==> config.mk <==
export PLATFORM = sky130hd
export DESIGN_NAME = backend_load_balancer_select_top
export DESIGN_NICKNAME = d
export VERILOG_FILES = /design/src/sv/bls_pkg.sv /design/src/sv/bls_ram.sv /design/src/sv/bls_alu.sv /design/src/sv/backend_load_balancer_select_top.sv
export SDC_FILE = /design/constraint.sdc
export NUM_CORES = 2
export LEC_CHECK = 0
export BUFFER_PORTS_ARGS = -buffer_cell sky130_fd_sc_hd__buf_2
export CAP_MARGIN = 25
export CORE_ASPECT_RATIO = 1.25
export CORE_MARGIN = 1.5
export CORE_UTILIZATION = 30
export DETAILED_ROUTE_END_ITERATION = 10
export PLACE_DENSITY = 0.4
export SLEW_MARGIN = 30
export SYNTH_ARGS = -nofsm -noshare
export SYNTH_HDL_FRONTEND = slang
export SYNTH_SLANG_ARGS = --single-unit
==> constraint.sdc <==
create_clock -name clk_i -period 12.2 [get_ports clk_i]
set_input_delay 2.44 -clock clk_i [delete_from_list [all_inputs] [get_ports clk_i]]
set_output_delay 2.44 -clock clk_i [all_outputs]
set_load 0.02 [all_outputs]
==> src/sv/bls_pkg.sv <==
package bls_pkg;

  // field widths
  localparam int unsigned CNT_W      = 5;
  localparam int unsigned POL_W      = 3;
  localparam int unsigned IN_IDX_W   = 4;
  localparam int unsigned OUT_IDX_W  = 4;
  localparam int unsigned WEIGHT_W   = 8;
  localparam int unsigned EST_W      = 16;
  localparam int unsigned PEND_W     = 16;
  localparam int unsigned LAT_W      = 25;
  localparam int unsigned KEY_W      = LAT_W + 1;
  localparam int unsigned PROD_W     = EST_W + WEIGHT_W;
  localparam int unsigned CFG_IDX_W  = 1;
  localparam int unsigned CFG_DATA_W = 5;

  // divider: quotient bits retired per step
  localparam int unsigned DIV_BITS  = 5;
  localparam int unsigned DIV_STEPS = LAT_W / DIV_BITS;
  localparam int unsigned STEP_W    = $clog2(DIV_STEPS);

  localparam logic [POL_W-1:0] POL_RR         = POL_W'(0);
  localparam logic [POL_W-1:0] POL_LEAST_CONN = POL_W'(1);
  localparam logic [POL_W-1:0] POL_LATENCY    = POL_W'(2);
  localparam logic [POL_W-1:0] POL_PENDING    = POL_W'(3);

  localparam logic [CFG_IDX_W-1:0] REG_POLICY = CFG_IDX_W'(0);
  localparam logic [CFG_IDX_W-1:0] REG_COUNT  = CFG_IDX_W'(1);

  localparam logic OP_WRITE  = 1'b0;
  localparam logic OP_SELECT = 1'b1;

  typedef struct packed {
    logic [WEIGHT_W-1:0] weight;
    logic                up;
    logic [EST_W-1:0]    established;
    logic [PEND_W-1:0]   pending;
    logic [LAT_W-1:0]    latency;
  } entry_t;

  typedef enum logic [1:0] {
    ALU_NOP,
    ALU_MUL,
    ALU_DIV_LOAD,
    ALU_DIV_STEP
  } alu_op_e;

  typedef struct packed {
    alu_op_e             op;
    logic [LAT_W-1:0]    a;
    logic [WEIGHT_W-1:0] b;
  } alu_req_t;

endpackage

==> src/sv/bls_ram.sv <==
module bls_ram #(
  parameter int unsigned WIDTH = 8,
  parameter int unsigned DEPTH = 16
) (
  input  logic                                     clk_i,
  input  logic                                     we_i,
  input  logic [((DEPTH > 1) ? $clog2(DEPTH) : 1)-1:0] waddr_i,
  input  logic [WIDTH-1:0]                         wdata_i,
  input  logic                                     re_i,
  input  logic [((DEPTH > 1) ? $clog2(DEPTH) : 1)-1:0] raddr_i,
  output logic [WIDTH-1:0]                         rdata_o
);

  logic [WIDTH-1:0] mem_q [DEPTH];
  logic [WIDTH-1:0] rdata_q;

  always_ff @(posedge clk_i) begin
    if (we_i) begin
      mem_q[waddr_i] <= wdata_i;
    end
    if (re_i) begin
      rdata_q <= mem_q[raddr_i];
    end
  end

  assign rdata_o = rdata_q;

endmodule

==> src/sv/bls_alu.sv <==
module bls_alu import bls_pkg::*; (
  input  logic                    clk_i,
  input  alu_req_t                req_i,
  output logic [LAT_W-1:0]        res_o,
  output logic signed [KEY_W-1:0] key_o
);

  logic [LAT_W-1:0]    acc_q, acc_d;
  logic [WEIGHT_W-1:0] rem_q, rem_d;
  logic [WEIGHT_W-1:0] div_q, div_d;
  logic                neg_q, neg_d;
  logic [PROD_W-1:0]   prod;
  logic [LAT_W-1:0]    q;
  logic [WEIGHT_W:0]   part;
  logic [KEY_W-1:0]    mag;

  always_comb begin
    acc_d = acc_q;
    rem_d = rem_q;
    div_d = div_q;
    neg_d = neg_q;
    prod  = PROD_W'(req_i.a[EST_W-1:0]) * PROD_W'(req_i.b);
    q     = acc_q;
    part  = '0;
    case (req_i.op)
      ALU_MUL: begin
        acc_d = LAT_W'(prod);
      end
      ALU_DIV_LOAD: begin
        // divide magnitudes, fix the sign afterwards (truncates toward zero)
        neg_d = req_i.a[LAT_W-1];
        acc_d = req_i.a[LAT_W-1] ? (~req_i.a + LAT_W'(1)) : req_i.a;
        rem_d = '0;
        div_d = (req_i.b == '0) ? WEIGHT_W'(1) : req_i.b;
      end
      ALU_DIV_STEP: begin
        rem_d = rem_q;
        for (int k = 0; k < DIV_BITS; k++) begin
          part = {rem_d, q[LAT_W-1]};
          q    = {q[LAT_W-2:0], 1'b0};
          if (part >= {1'b0, div_q}) begin
            part = part - {1'b0, div_q};
            q[0] = 1'b1;
          end
          rem_d = part[WEIGHT_W-1:0];
        end
        acc_d = q;
      end
      default: ;
    endcase
  end

  always_ff @(posedge clk_i) begin
    acc_q <= acc_d;
    rem_q <= rem_d;
    div_q <= div_d;
    neg_q <= neg_d;
  end

  assign mag   = {1'b0, acc_q};
  assign res_o = acc_q;
  assign key_o = $signed(neg_q ? (~mag + KEY_W'(1)) : mag);

endmodule

==> src/sv/backend_load_balancer_select_top.sv <==
// channel  | handshake                | payload
// ---------+--------------------------+-----------------------------------------------
// in       | in_valid_i / in_stall_o  | op, entry_index, weight, up, est, pend, latency
// out      | out_valid_o / out_stall_i| found, chosen_index
// cfg      | cfg_valid_i / cfg_ready_o| cfg_index (0 policy, 1 backend_count), cfg_data
//
// one word in, one word out; a new word is taken only when the sequencer is idle.
// the least-connection and latency scans share one multiply/divide unit; the
// latency policy runs 5 divide steps per entry in it.
// up-only round robin makes one table read per advance.
// a finished word waits in the output register while out_stall_i is high.
// reset clears the sequencer, config and counters; table entries start undefined.
module backend_load_balancer_select_top import bls_pkg::*; #(
  parameter int unsigned MAX_BACKENDS = 16
) (
  input  logic                   clk_i,
  input  logic                   rst_ni,
  input  logic                   in_valid_i,
  output logic                   in_stall_o,
  input  logic                   op_i,
  input  logic [IN_IDX_W-1:0]    entry_index_i,
  input  logic [WEIGHT_W-1:0]    entry_weight_i,
  input  logic                   entry_up_i,
  input  logic [EST_W-1:0]       entry_established_i,
  input  logic [PEND_W-1:0]      entry_pending_i,
  input  logic signed [LAT_W-1:0] entry_latency_i,
  output logic                   out_valid_o,
  input  logic                   out_stall_i,
  output logic                   found_o,
  output logic [OUT_IDX_W-1:0]   chosen_index_o,
  input  logic                   cfg_valid_i,
  output logic                   cfg_ready_o,
  input  logic [CFG_IDX_W-1:0]   cfg_index_i,
  input  logic [CFG_DATA_W-1:0]  cfg_data_i
);

  localparam int unsigned IDX_W = (MAX_BACKENDS > 1) ? $clog2(MAX_BACKENDS) : 1;

  localparam logic [3:0] S_IDLE   = 4'd0;
  localparam logic [3:0] S_START  = 4'd1;
  localparam logic [3:0] S_ADDR   = 4'd2;
  localparam logic [3:0] S_EVAL   = 4'd3;
  localparam logic [3:0] S_MUL2   = 4'd4;
  localparam logic [3:0] S_CMPM   = 4'd5;
  localparam logic [3:0] S_DIVS   = 4'd6;
  localparam logic [3:0] S_CMPD   = 4'd7;
  localparam logic [3:0] S_UPADDR = 4'd8;
  localparam logic [3:0] S_UPCHK  = 4'd9;
  localparam logic [3:0] S_DONE   = 4'd10;

  function automatic logic [CNT_W-1:0] advance(logic [CNT_W-1:0] c, logic [CNT_W-1:0] n);
    logic [CNT_W:0] nx;
    nx = {1'b0, c} + (CNT_W+1)'(1);
    return (nx >= {1'b0, n}) ? '0 : nx[CNT_W-1:0];
  endfunction

  logic [3:0]              state_q, state_d;
  logic [POL_W-1:0]        policy_q, policy_d;
  logic [CNT_W-1:0]        count_q, count_d;
  logic [CNT_W-1:0]        rr_q, rr_d;
  logic [CNT_W-1:0]        uprr_q, uprr_d;
  logic [CNT_W-1:0]        scan_q, scan_d;
  logic [CNT_W-1:0]        tries_q, tries_d;
  logic [STEP_W-1:0]       step_q, step_d;
  logic                    have_q, have_d;
  logic [CNT_W-1:0]        sel_q, sel_d;
  logic                    res_found_q, res_found_d;
  logic [CNT_W-1:0]        res_idx_q, res_idx_d;
  logic                    out_valid_q, out_valid_d;
  logic                    out_found_q, out_found_d;
  logic [OUT_IDX_W-1:0]    out_idx_q, out_idx_d;

  // current candidate
  logic [WEIGHT_W-1:0]     c_w_q, c_w_d;
  logic [EST_W-1:0]        c_est_q, c_est_d;
  logic [PEND_W-1:0]       c_pend_q, c_pend_d;
  logic [LAT_W-1:0]        c_lat_q, c_lat_d;
  logic signed [KEY_W-1:0] c_key_q, c_key_d;
  logic [PROD_W-1:0]       prod_q, prod_d;

  logic [CNT_W-1:0]        n_w;
  logic [CNT_W-1:0]        rr_adv;
  logic [CNT_W-1:0]        uprr_adv;
  logic                    in_acc;
  logic                    out_load;
  logic                    take;

  logic                    ram_we;
  logic [IDX_W-1:0]        ram_waddr;
  entry_t                  ram_wdata;
  logic                    ram_re;
  logic [IDX_W-1:0]        ram_raddr;
  logic [$bits(entry_t)-1:0] ram_rdata;
  entry_t                  rd_data;

  alu_req_t                alu_req;
  logic [LAT_W-1:0]        alu_res;
  logic signed [KEY_W-1:0] alu_key;

  assign n_w      = (32'(count_q) > MAX_BACKENDS) ? CNT_W'(MAX_BACKENDS) : count_q;
  assign rr_adv   = advance(rr_q, n_w);
  assign uprr_adv = advance(uprr_q, n_w);
  assign in_acc   = in_valid_i && !in_stall_o;
  assign rd_data  = entry_t'(ram_rdata);

  assign in_stall_o     = (state_q != S_IDLE);
  assign cfg_ready_o    = 1'b1;
  assign out_valid_o    = out_valid_q;
  assign found_o        = out_found_q;
  assign chosen_index_o = out_idx_q;

  // table write straight from the accepted word
  assign ram_we                = in_acc && (op_i == OP_WRITE) &&
                                 (32'(entry_index_i) < MAX_BACKENDS);
  assign ram_waddr             = IDX_W'(entry_index_i);
  assign ram_wdata.weight      = entry_weight_i;
  assign ram_wdata.up          = entry_up_i;
  assign ram_wdata.established = entry_established_i;
  assign ram_wdata.pending     = entry_pending_i;
  assign ram_wdata.latency     = entry_latency_i;
  assign ram_raddr = (state_q == S_UPADDR) ? IDX_W'(uprr_adv) : IDX_W'(scan_q);

  bls_ram #(
    .WIDTH ($bits(entry_t)),
    .DEPTH (MAX_BACKENDS)
  ) u_table (
    .clk_i   (clk_i),
    .we_i    (ram_we),
    .waddr_i (ram_waddr),
    .wdata_i (ram_wdata),
    .re_i    (ram_re),
    .raddr_i (ram_raddr),
    .rdata_o (ram_rdata)
  );

  bls_alu u_alu (
    .clk_i (clk_i),
    .req_i (alu_req),
    .res_o (alu_res),
    .key_o (alu_key)
  );

  always_comb begin
    policy_d = policy_q;
    count_d  = count_q;
    if (cfg_valid_i) begin
      case (cfg_index_i)
        REG_POLICY: policy_d = cfg_data_i[POL_W-1:0];
        REG_COUNT:  count_d  = cfg_data_i[CNT_W-1:0];
        default: ;
      endcase
    end
  end

  always_comb begin
    state_d     = state_q;
    rr_d        = rr_q;
    uprr_d      = uprr_q;
    scan_d      = scan_q;
    tries_d     = tries_q;
    step_d      = step_q;
    have_d      = have_q;
    sel_d       = sel_q;
    res_found_d = res_found_q;
    res_idx_d   = res_idx_q;
    c_w_d       = c_w_q;
    c_est_d     = c_est_q;
    c_pend_d    = c_pend_q;
    c_lat_d     = c_lat_q;
    c_key_d     = c_key_q;
    prod_d      = prod_q;
    ram_re      = 1'b0;
    take        = 1'b0;
    out_load    = 1'b0;
    alu_req.op  = ALU_NOP;
    alu_req.a   = '0;
    alu_req.b   = '0;

    case (state_q)
      S_IDLE: begin
        if (in_acc) begin
          if (op_i == OP_SELECT) begin
            state_d = S_START;
          end else begin
            res_found_d = 1'b0;
            res_idx_d   = '0;
            state_d     = S_DONE;
          end
        end
      end
      S_START: begin
        if (n_w == '0) begin
          res_found_d = 1'b0;
          res_idx_d   = '0;
          state_d     = S_DONE;
        end else begin
          case (policy_q)
            POL_RR: begin
              rr_d        = rr_adv;
              res_found_d = 1'b1;
              res_idx_d   = rr_adv;
              state_d     = S_DONE;
            end
            POL_LEAST_CONN, POL_LATENCY, POL_PENDING: begin
              scan_d  = '0;
              have_d  = 1'b0;
              sel_d   = '0;
              state_d = S_ADDR;
            end
            default: begin
              tries_d = '0;
              state_d = S_UPADDR;
            end
          endcase
        end
      end
      S_ADDR: begin
        if (scan_q == n_w) begin
          res_found_d = (policy_q == POL_LEAST_CONN) ? have_q : 1'b1;
          res_idx_d   = have_q ? sel_q : '0;
          state_d     = S_DONE;
        end else if (have_q && (((policy_q == POL_LATENCY) && c_lat_q[LAT_W-1]) ||
                                ((policy_q == POL_PENDING) && (c_pend_q == '0)))) begin
          // unknown latency or an idle backend wins at once
          res_found_d = 1'b1;
          res_idx_d   = sel_q;
          state_d     = S_DONE;
        end else begin
          ram_re  = 1'b1;
          state_d = S_EVAL;
        end
      end
      S_EVAL: begin
        case (policy_q)
          POL_LEAST_CONN: begin
            if ((rd_data.weight == '0) || !rd_data.up) begin
              scan_d  = scan_q + CNT_W'(1);
              state_d = S_ADDR;
            end else if (!have_q) begin
              take    = 1'b1;
              scan_d  = scan_q + CNT_W'(1);
              state_d = S_ADDR;
            end else if (c_est_q == '0) begin
              res_found_d = 1'b1;
              res_idx_d   = sel_q;
              state_d     = S_DONE;
            end else begin
              alu_req.op = ALU_MUL;
              alu_req.a  = LAT_W'(c_est_q);
              alu_req.b  = rd_data.weight;
              state_d    = S_MUL2;
            end
          end
          POL_LATENCY: begin
            alu_req.op = ALU_DIV_LOAD;
            alu_req.a  = rd_data.latency;
            alu_req.b  = rd_data.weight;
            step_d     = '0;
            state_d    = S_DIVS;
          end
          default: begin
            if (!have_q || (rd_data.pending < c_pend_q)) begin
              take = 1'b1;
            end
            scan_d  = scan_q + CNT_W'(1);
            state_d = S_ADDR;
          end
        endcase
      end
      S_MUL2: begin
        // first product is in the unit, start the second
        prod_d     = alu_res[PROD_W-1:0];
        alu_req.op = ALU_MUL;
        alu_req.a  = LAT_W'(rd_data.established);
        alu_req.b  = c_w_q;
        state_d    = S_CMPM;
      end
      S_CMPM: begin
        if (prod_q > alu_res[PROD_W-1:0]) begin
          take = 1'b1;
        end
        scan_d  = scan_q + CNT_W'(1);
        state_d = S_ADDR;
      end
      S_DIVS: begin
        alu_req.op = ALU_DIV_STEP;
        step_d     = step_q + STEP_W'(1);
        if (step_q == STEP_W'(DIV_STEPS - 1)) begin
          state_d = S_CMPD;
        end
      end
      S_CMPD: begin
        if (!have_q || (alu_key < c_key_q)) begin
          take = 1'b1;
        end
        scan_d  = scan_q + CNT_W'(1);
        state_d = S_ADDR;
      end
      S_UPADDR: begin
        if (tries_q == n_w) begin
          res_found_d = 1'b0;
          res_idx_d   = '0;
          state_d     = S_DONE;
        end else begin
          uprr_d  = uprr_adv;
          tries_d = tries_q + CNT_W'(1);
          ram_re  = 1'b1;
          state_d = S_UPCHK;
        end
      end
      S_UPCHK: begin
        if (rd_data.up) begin
          res_found_d = 1'b1;
          res_idx_d   = uprr_q;
          state_d     = S_DONE;
        end else begin
          state_d = S_UPADDR;
        end
      end
      S_DONE: begin
        if (!out_valid_q || !out_stall_i) begin
          out_load = 1'b1;
          state_d  = S_IDLE;
        end
      end
      default: begin
        state_d = S_IDLE;
      end
    endcase

    if (take) begin
      have_d   = 1'b1;
      sel_d    = scan_q;
      c_w_d    = rd_data.weight;
      c_est_d  = rd_data.established;
      c_pend_d = rd_data.pending;
      c_lat_d  = rd_data.latency;
      c_key_d  = alu_key;
    end
  end

  always_comb begin
    out_valid_d = out_valid_q;
    out_found_d = out_found_q;
    out_idx_d   = out_idx_q;
    if (out_valid_q && !out_stall_i) begin
      out_valid_d = 1'b0;
    end
    if (out_load) begin
      out_valid_d = 1'b1;
      out_found_d = res_found_q;
      out_idx_d   = res_idx_q[OUT_IDX_W-1:0];
    end
  end

  always_ff @(posedge clk_i or negedge rst_ni) begin
    if (!rst_ni) begin
      state_q     <= S_IDLE;
      policy_q    <= POL_RR;
      count_q     <= '0;
      rr_q        <= '0;
      uprr_q      <= '0;
      scan_q      <= '0;
      tries_q     <= '0;
      step_q      <= '0;
      have_q      <= 1'b0;
      out_valid_q <= 1'b0;
    end else begin
      state_q     <= state_d;
      policy_q    <= policy_d;
      count_q     <= count_d;
      rr_q        <= rr_d;
      uprr_q      <= uprr_d;
      scan_q      <= scan_d;
      tries_q     <= tries_d;
      step_q      <= step_d;
      have_q      <= have_d;
      out_valid_q <= out_valid_d;
    end
  end

  always_ff @(posedge clk_i) begin
    sel_q       <= sel_d;
    res_found_q <= res_found_d;
    res_idx_q   <= res_idx_d;
    out_found_q <= out_found_d;
    out_idx_q   <= out_idx_d;
    c_w_q       <= c_w_d;
    c_est_q     <= c_est_d;
    c_pend_q    <= c_pend_d;
    c_lat_q     <= c_lat_d;
    c_key_q     <= c_key_d;
    prod_q      <= prod_d;
  end

  a_not_found_zero: assert property (@(posedge clk_i) disable iff (!rst_ni)
    out_valid_o && !found_o |-> chosen_index_o == '0)
    else $error("not-found word carries a nonzero index");

  a_found_in_range: assert property (@(posedge clk_i) disable iff (!rst_ni)
    (state_q == S_DONE) && res_found_q |-> res_idx_q < n_w)
    else $error("selected index beyond backend count");

  a_accept_starts_work: assert property (@(posedge clk_i) disable iff (!rst_ni)
    in_valid_i && !in_stall_o |=> state_q != S_IDLE)
    else $error("accepted word dropped by sequencer");

  a_scan_bounded: assert property (@(posedge clk_i) disable iff (!rst_ni)
    (state_q == S_ADDR) |-> scan_q <= n_w)
    else $error("scan ran past the backend count");

  a_tries_bounded: assert property (@(posedge clk_i) disable iff (!rst_ni)
    (state_q == S_UPADDR) |-> tries_q <= n_w)
    else $error("up-only search ran past the backend count");

endmodule
# Word-level counts from Yosys, hierarchy flattened
# Memory sizes are Yosys's and may differ from the RTL's. A register that Yosys moved wholly into a read port is not among the register bits.
# Cells that the tools add are included.
[word_totals]
reg_bits = 208
latch_bits = 0
ramBits = 1056
rom_bits = 0
inputBits = 82
output_inout_bits = 8
elab_cells = 247
mem_count = 1
[mem_list]
columns = ["memory", "depth", "width", "read_ports", "rd_clocked_by_memory_dff", "wr", "line_no", "source"]
rows = [
  ["u_table.mem_q", 16, 66, 1, 1, 1, "bls_ram.sv:14", "logic [WIDTH-1:0] mem_q [DEPTH];"],
]
[op_classes]
add_sub_neg = 12
n_mul = 1
n_div = 0
order_cmp = 11
eq_ne = 39
shift = 0
mux = 106
bitwise = 6
reduce_logical = 46
[op_table]
columns = ["operator", "n"]
rows = [
  ["4-bit 2-to-1 mux", 26],
  ["34-bit 2-to-1 mux", 3],
  ["25-bit one-hot mux with 3 select lines", 1],
  ["8-bit 2-to-1 mux", 9],
  ["35-bit one-hot mux with 2 select lines", 1],
  ["33-bit one-hot mux with 2 select lines", 1],
  ["5-bit 2-to-1 mux", 10],
  ["9-bit by 8-bit >= comparator with 1-bit output", 5],
  ["4-bit one-hot mux with 10 select lines", 1],
  ["8-bit subtractor", 5],
  ["1-bit 2-to-1 mux", 36],
  ["16-bit logical NOT", 2],
  ["2-bit != test (second input constant)", 15],
  ["26-bit by 1-bit adder with 26-bit output (second input constant)", 1],
  ["26-bit < comparator", 1],
  ["26-bit 2-to-1 mux", 1],
  ["25-bit inverter with 26-bit output", 1],
  ["25-bit by 1-bit adder with 25-bit output (second input constant)", 1],
  ["25-bit 2-to-1 mux", 1],
  ["25-bit inverter", 1],
  ["24-bit > comparator", 1],
  ["16-bit by 8-bit multiplier with 24-bit output", 1],
  ["4-bit one-hot mux with 6 select lines", 1],
  ["5-bit one-hot mux with 2 select lines", 2],
  ["49 further kinds", 94],
]

# Depth between registers and ports, before layout
[depth]
depth_word = 20
ltp_mapped = 48
depth_no_buf = 46

# Modules after synthesis
# From an unflattened synthesis, not the netlist that was laid out.
[hier_totals]
hier_cells = 3471
area_unflattened_um2 = 58474.8
[modules_own_cells]
columns = ["mod", "n_inst", "cells_per_inst", "area_per_inst_um2"]
rows = [
  ["bls_ram", 1, 1698, 41461.0],
  ["bls_alu", 1, 1026, 8819.7],
  ["backend_load_balancer_select_top", 1, 747, 8194.1],
]

# Least setup slack after synthesis
# Ideal clock, no wire load.
[synth_path]
path_type = "reg2reg"
from = "register u_alu.div_q[6]"
to = "register u_alu.rem_q[1], data pin"
setup_time_ps = 146
t_arrival_ps = 10373
slack_ps = 1681
path_stages_with_launch = 47
cell_sequence = "edfxtp_1 -> inv_1 -> ha_1 -> buf_2 -> a21oi_1 -> nand3_1 -> o31a_1 -> nand2_1 -> mux2_2 -> ha_1 -> nand3_1 -> nor3_1 -> or4_1 -> a211o_1 -> a221oi_4 -> mux2_2 -> inv_1 -> ha_1 -> (+11 left out) -> a21oi_1 -> a31oi_1 -> o22ai_1 -> o211ai_1 -> mux2i_1 -> mux2i_4 -> mux2i_1 -> ha_1 -> nor2b_1 -> o21ai_0 -> a21boi_0 -> o21ai_0 -> a21boi_0 -> o21ai_0 -> o211ai_1 -> a21oi_1 -> nand3_1 -> a21oi_1"
[synth_via]
elab_chain_cells = 15
[synth_lines]
columns = ["element", "line_no", "source"]
rows = [
  ["start: declaration", "bls_alu.sv:10", "logic [WEIGHT_W-1:0] div_q, div_d;"],
  ["start signal: assignment", "bls_alu.sv:56", "div_q <= div_d;"],
  ["8-bit subtractor / 9-bit by 8-bit >= comparator with 1-bit output (equally long branches)", "bls_alu.sv:42, bls_alu.sv:41", ""],
  ["8-bit 2-to-1 mux", "bls_alu.sv:41", "if (part >= {1'b0, div_q}) begin"],
  ["8-bit 2-to-1 mux", "bls_alu.sv:25", "case (req_i.op)"],
  ["8-bit subtractor / 9-bit by 8-bit >= comparator with 1-bit output (equally long branches)", "bls_alu.sv:42, bls_alu.sv:41", ""],
  ["8-bit 2-to-1 mux", "bls_alu.sv:41", ""],
  ["8-bit 2-to-1 mux", "bls_alu.sv:25", ""],
  ["9-bit by 8-bit >= comparator with 1-bit output / 8-bit subtractor (equally long branches)", "bls_alu.sv:41, bls_alu.sv:42", ""],
  ["8-bit 2-to-1 mux", "bls_alu.sv:41", ""],
  ["8-bit 2-to-1 mux", "bls_alu.sv:25", ""],
  ["8-bit subtractor / 9-bit by 8-bit >= comparator with 1-bit output (equally long branches)", "bls_alu.sv:42, bls_alu.sv:41", ""],
  ["8-bit 2-to-1 mux", "bls_alu.sv:41", ""],
  ["8-bit 2-to-1 mux", "bls_alu.sv:25", ""],
  ["9-bit by 8-bit >= comparator with 1-bit output / 8-bit subtractor (equally long branches)", "bls_alu.sv:41, bls_alu.sv:42", ""],
  ["8-bit 2-to-1 mux *", "bls_alu.sv:41", ""],
  ["8-bit one-hot mux with 2 select lines *", "bls_alu.sv:25", ""],
  ["end signal: assignment", "bls_alu.sv:55", "rem_q <= rem_d;"],
  ["end: declaration", "bls_alu.sv:9", "logic [WEIGHT_W-1:0] rem_q, rem_d;"],
]
# Mark *: on every way between the ends. The rest lies on a longest branch, timed or not. The select of a mux whose other input is x is not followed.
# A chain may end at the register's enable or synchronous reset.

# Worst setup path after layout
[layout_path]
from = "register u_alu.div_q[6]"
to = "register u_alu.rem_q[6], data pin"
[layout_via]
elab_chain_cells = 15
[layout_lines]
columns = ["element", "line_no"]
rows = [
  ["8-bit subtractor / 9-bit by 8-bit >= comparator with 1-bit output (equally long branches)", "bls_alu.sv:42, bls_alu.sv:41"],
  ["8-bit 2-to-1 mux", "bls_alu.sv:41"],
  ["8-bit 2-to-1 mux", "bls_alu.sv:25"],
  ["8-bit subtractor / 9-bit by 8-bit >= comparator with 1-bit output (equally long branches)", "bls_alu.sv:42, bls_alu.sv:41"],
  ["8-bit 2-to-1 mux", "bls_alu.sv:41"],
  ["8-bit 2-to-1 mux", "bls_alu.sv:25"],
  ["9-bit by 8-bit >= comparator with 1-bit output / 8-bit subtractor (equally long branches)", "bls_alu.sv:41, bls_alu.sv:42"],
  ["8-bit 2-to-1 mux", "bls_alu.sv:41"],
  ["8-bit 2-to-1 mux", "bls_alu.sv:25"],
  ["8-bit subtractor / 9-bit by 8-bit >= comparator with 1-bit output (equally long branches)", "bls_alu.sv:42, bls_alu.sv:41"],
  ["8-bit 2-to-1 mux", "bls_alu.sv:41"],
  ["8-bit 2-to-1 mux", "bls_alu.sv:25"],
  ["8-bit subtractor / 9-bit by 8-bit >= comparator with 1-bit output (equally long branches)", "bls_alu.sv:42, bls_alu.sv:41"],
  ["8-bit 2-to-1 mux *", "bls_alu.sv:41"],
  ["8-bit one-hot mux with 2 select lines *", "bls_alu.sv:25"],
]
# Marked as above.

==> results.toml <==
[sta]
timing.fmax_ghz = 0.0878
finalHoldViolCount = 0
maxSlewHeadroom = 0.332
drv_slew = 0
fin_crit_ns = 11.39
fin_skew_ns = 0.0281
setup_tns_ns = 0
rsz0062_at_grt = "no"
post-route-period-util = 0.934
finalSetupViolations = 0
fin_hold_ws_ns = 0.422
worst_pin_slew_ns = 0.993

[synth]
synth_area_leaders = "edfxtp_1 (64%), nand2_1 (3.5%), ha_1 (3.5%)"
yosys.area.top_type = "edfxtp_1"
syn_inst = 4375
synth-xor-area-share = 0.0145
synthSimpleGateAreaFrac = 0.0976
syn_nets = 4712
synth_seq_area_share = 0.652
synth_ff_type = "edfxtp_1"
synth.area.mux_share = 0.0405
async_flop_share = 0.0283
syn_area_per_cell_um2 = 13.7
synth_compound_area_frac = 0.105
synth_top_family_by_area = "compound AO/OA/AOI/OAI gates"
syn_area_mm2 = 0.0599
synthAdderAreaFrac = 0.0644
synth.ff_latch_count = 1306
ys_warn_count = 0
synth_cell_types = 84
synth_edf_count = 1269
synth_top_area_share = 0.636

[worst_hold_path]
hold_class = "reg -> reg"
hold_depth = 0
min-delay-start = "res_idx_q[2]"
hold_path_end = "chosen_index_o[2]"

[grt]
grt_pass1_wl_um = 253000
track_usage = 0.170
grt_max_degree = 141
grt_pass1_vias = 36385
antenna_found_initial = 34
overflow = 0

[worst_setup_path]
critical_path.slowest_cell = "or4_1"
slowest_delay_ns = 0.53
rr_worst_depth = 44
cp.required_ns = 12.69
end_kind = "flip-flop"
worst-setup-path-type = "reg -> reg"
critPathBufInv = 5
cp.depth = 44
arrival_ns = 11.88
critPathMaxFanout = 20
reg2reg_slack_ns = 0.81
path_delay_family = "compound AO/OA/AOI/OAI gates"
worst_path_most_repeated_cell = "ha_1"
timing.rr.start = "u_alu.div_q[6]"
reg2reg_to = "u_alu.rem_q[6]"
cp-start-kind = "flip-flop"

[detailed_routing]
via_count = 36062
drtAntennaViolNets = 0
post_drt_wl_per_cell_um = 24.1
top_layer_used = "met5"
avgViaCountPerCell = 5.02
wirelength_um = 173000
wl_met2_um = 84000
wl_met1_um = 78000
first_iter_violations = 2248
drcViolationCount = 0
firstDrtPassIters = 5
wl_met3_um = 6630

[clock_network]
clk_pin_slew_ns = 0.05
cts_tree = "built"
root_buffer = "clkbuf_16"
clkSinkCount = 1306
ctsHtreeMaxLevel = 4
worstSkewPairLatency_ns = 0.79
post_cts_buffers = 0
hold_buffers = 0
clock_path_buffers = 3
numCtsBuffers = 148

[status]
status = "completed"

[finish]
layout.cells.non_filler = 7186
final_util = 0.344
fillers = 19411
multiInputGateArea_mm2 = 0.0195
final_common_cell = "edfxtp_1"
areaGrowthSynthToFinish_pct = 14.0
final_nets = 4813
regArea_mm2 = 0.0390
final_cell_mix = "edfxtp_1 (1269), nand2_1 (560), and2_1 (204), a211oi_1 (204), inv_1 (184)"
final_area_mm2 = 0.0683
drive_gt1_frac = 0.113

[placed_design]
dp_hpwl_um = 100000
io_buffers = 88
gp_congestion = 0.814
dpl_cell_area_mm2 = 0.0637
dp_cells = 6914

[floorplanning]
coreArea_mm2 = 0.199
row_count = 183
die_x_um = 403
pin_count = 90
die_h_um = 503
die_area_mm2 = 0.202
start_util = 0.301

[power]
irDropWorstVdd_v = 0.000177
cellPowerDensity_mw_per_mm2 = 204
power_leakage_uw = 0.0242

[run]
cap_violations = 0
-- kinds of logic after synthesis --
| kind of cell | count (synthesis) |
|---|---|
| flip-flops | 1306 |
| AND/OR/NAND/NOR | 1214 |
| buffers and inverters | 414 |
| XOR/XNOR | 99 |
| other | 1 |
| adder cells (fa/ha/maj) | 255 |
| multiplexers | 230 |
| AO/OA/AOI/OAI | 856 |
-- final cells by class --
type | count | share of cell area
clock buffers | 187 | 0.0568
diodes | 3 | 0.000110
inverters | 185 | 0.0102
well taps | 2590 | 0.0474
clock inverters | 80 | 0.0105
multi-input cells | 2655 | 0.285
repair buffers | 180 | 0.0184
flip-flops and latches | 1306 | 0.571
-- timing repair --
action	in CTS	in global routing
resized for setup	0	2
endpoints found under the setup margin	0	9
endpoints found under the hold margin	0	0
-- metrics by stage --
| stage | power, uW | worst slack [ns] |
|---|---|---|
| 6_report | 14000 | 0.809 |
| 5_1_grt | 14700 | 0.0155 |
| 4_1_cts | 14200 | 0.751 |
| 3_5_place_dp | 9840 | 0.774 |
| 3_3_place_gp | 9830 | 0.857 |
| 2_1_floorplan | 8390 | 1.68 |
-- worst reg2reg max path: cells and delay by family (launching register included) --
kind	cells	cell delay [ns]
fa+ha+maj	5	1.69
mux	5	1.65
compound gates	22	4.81
flops	1	0.36
simple gates	7	1.64
buf+inv	5	0.94
-- worst max path at each step --
stage                         from              to  slack, ns
detailed placement  u_alu.div_q[6]  u_alu.rem_q[6]       0.77
global placement    u_alu.div_q[6]  u_alu.rem_q[2]       0.86
finish              u_alu.div_q[6]  u_alu.rem_q[6]       0.81
floorplan           u_alu.div_q[6]  u_alu.rem_q[1]       1.68
global route        u_alu.div_q[6]  u_alu.rem_q[3]       0.02
CTS                 u_alu.div_q[6]  u_alu.rem_q[6]       0.75
-- power breakdown --
| part | leakage (uW) | switching (uW) | total (uW) | internal, uW |
|---|---|---|---|---|
| Clock | 0.00223 | 1870 | 4290 | 2420 |
| Sequential | 0.0119 | 199 | 5520 | 5320 |
| Combinational | 0.0100 | 2650 | 4150 | 1490 |
-- layer usage --
metal,GRT usage,up-vias
met5,0,-
met4,0.0454,32
met3,0.0302,248
met2,0.286,659
met1,0.224,18353
li1,-,16770
-- sequential cells by signal, summed over array words and instances (netlist names), 8 cells and up --
signal and flops:
c_est_q 16, u_alu.res_o 25, c_pend_q 16, c_key_q 26
prod_q 24, u_table.rdata_o 66, u_alu.rem_q 8, c_w_q 8
u_table.mem_q 1056, u_alu.div_q 8
-- cells in the mapped netlist, drive strengths merged, types with 45 or more instances --
master / instances
nor2: 147
fa: 89
nand2: 563
a211oi: 205
and3: 80
edfxtp: 1269
o21ai: 101
inv: 185
a21oi: 60
clkbuf: 189
and2: 206
a221o: 74
mux2: 90
o32ai: 67
a21o: 45
a31oi: 136
ha: 166
mux2i: 140
xnor2: 76
Note: power is estimated with default switching activity, not from simulation.
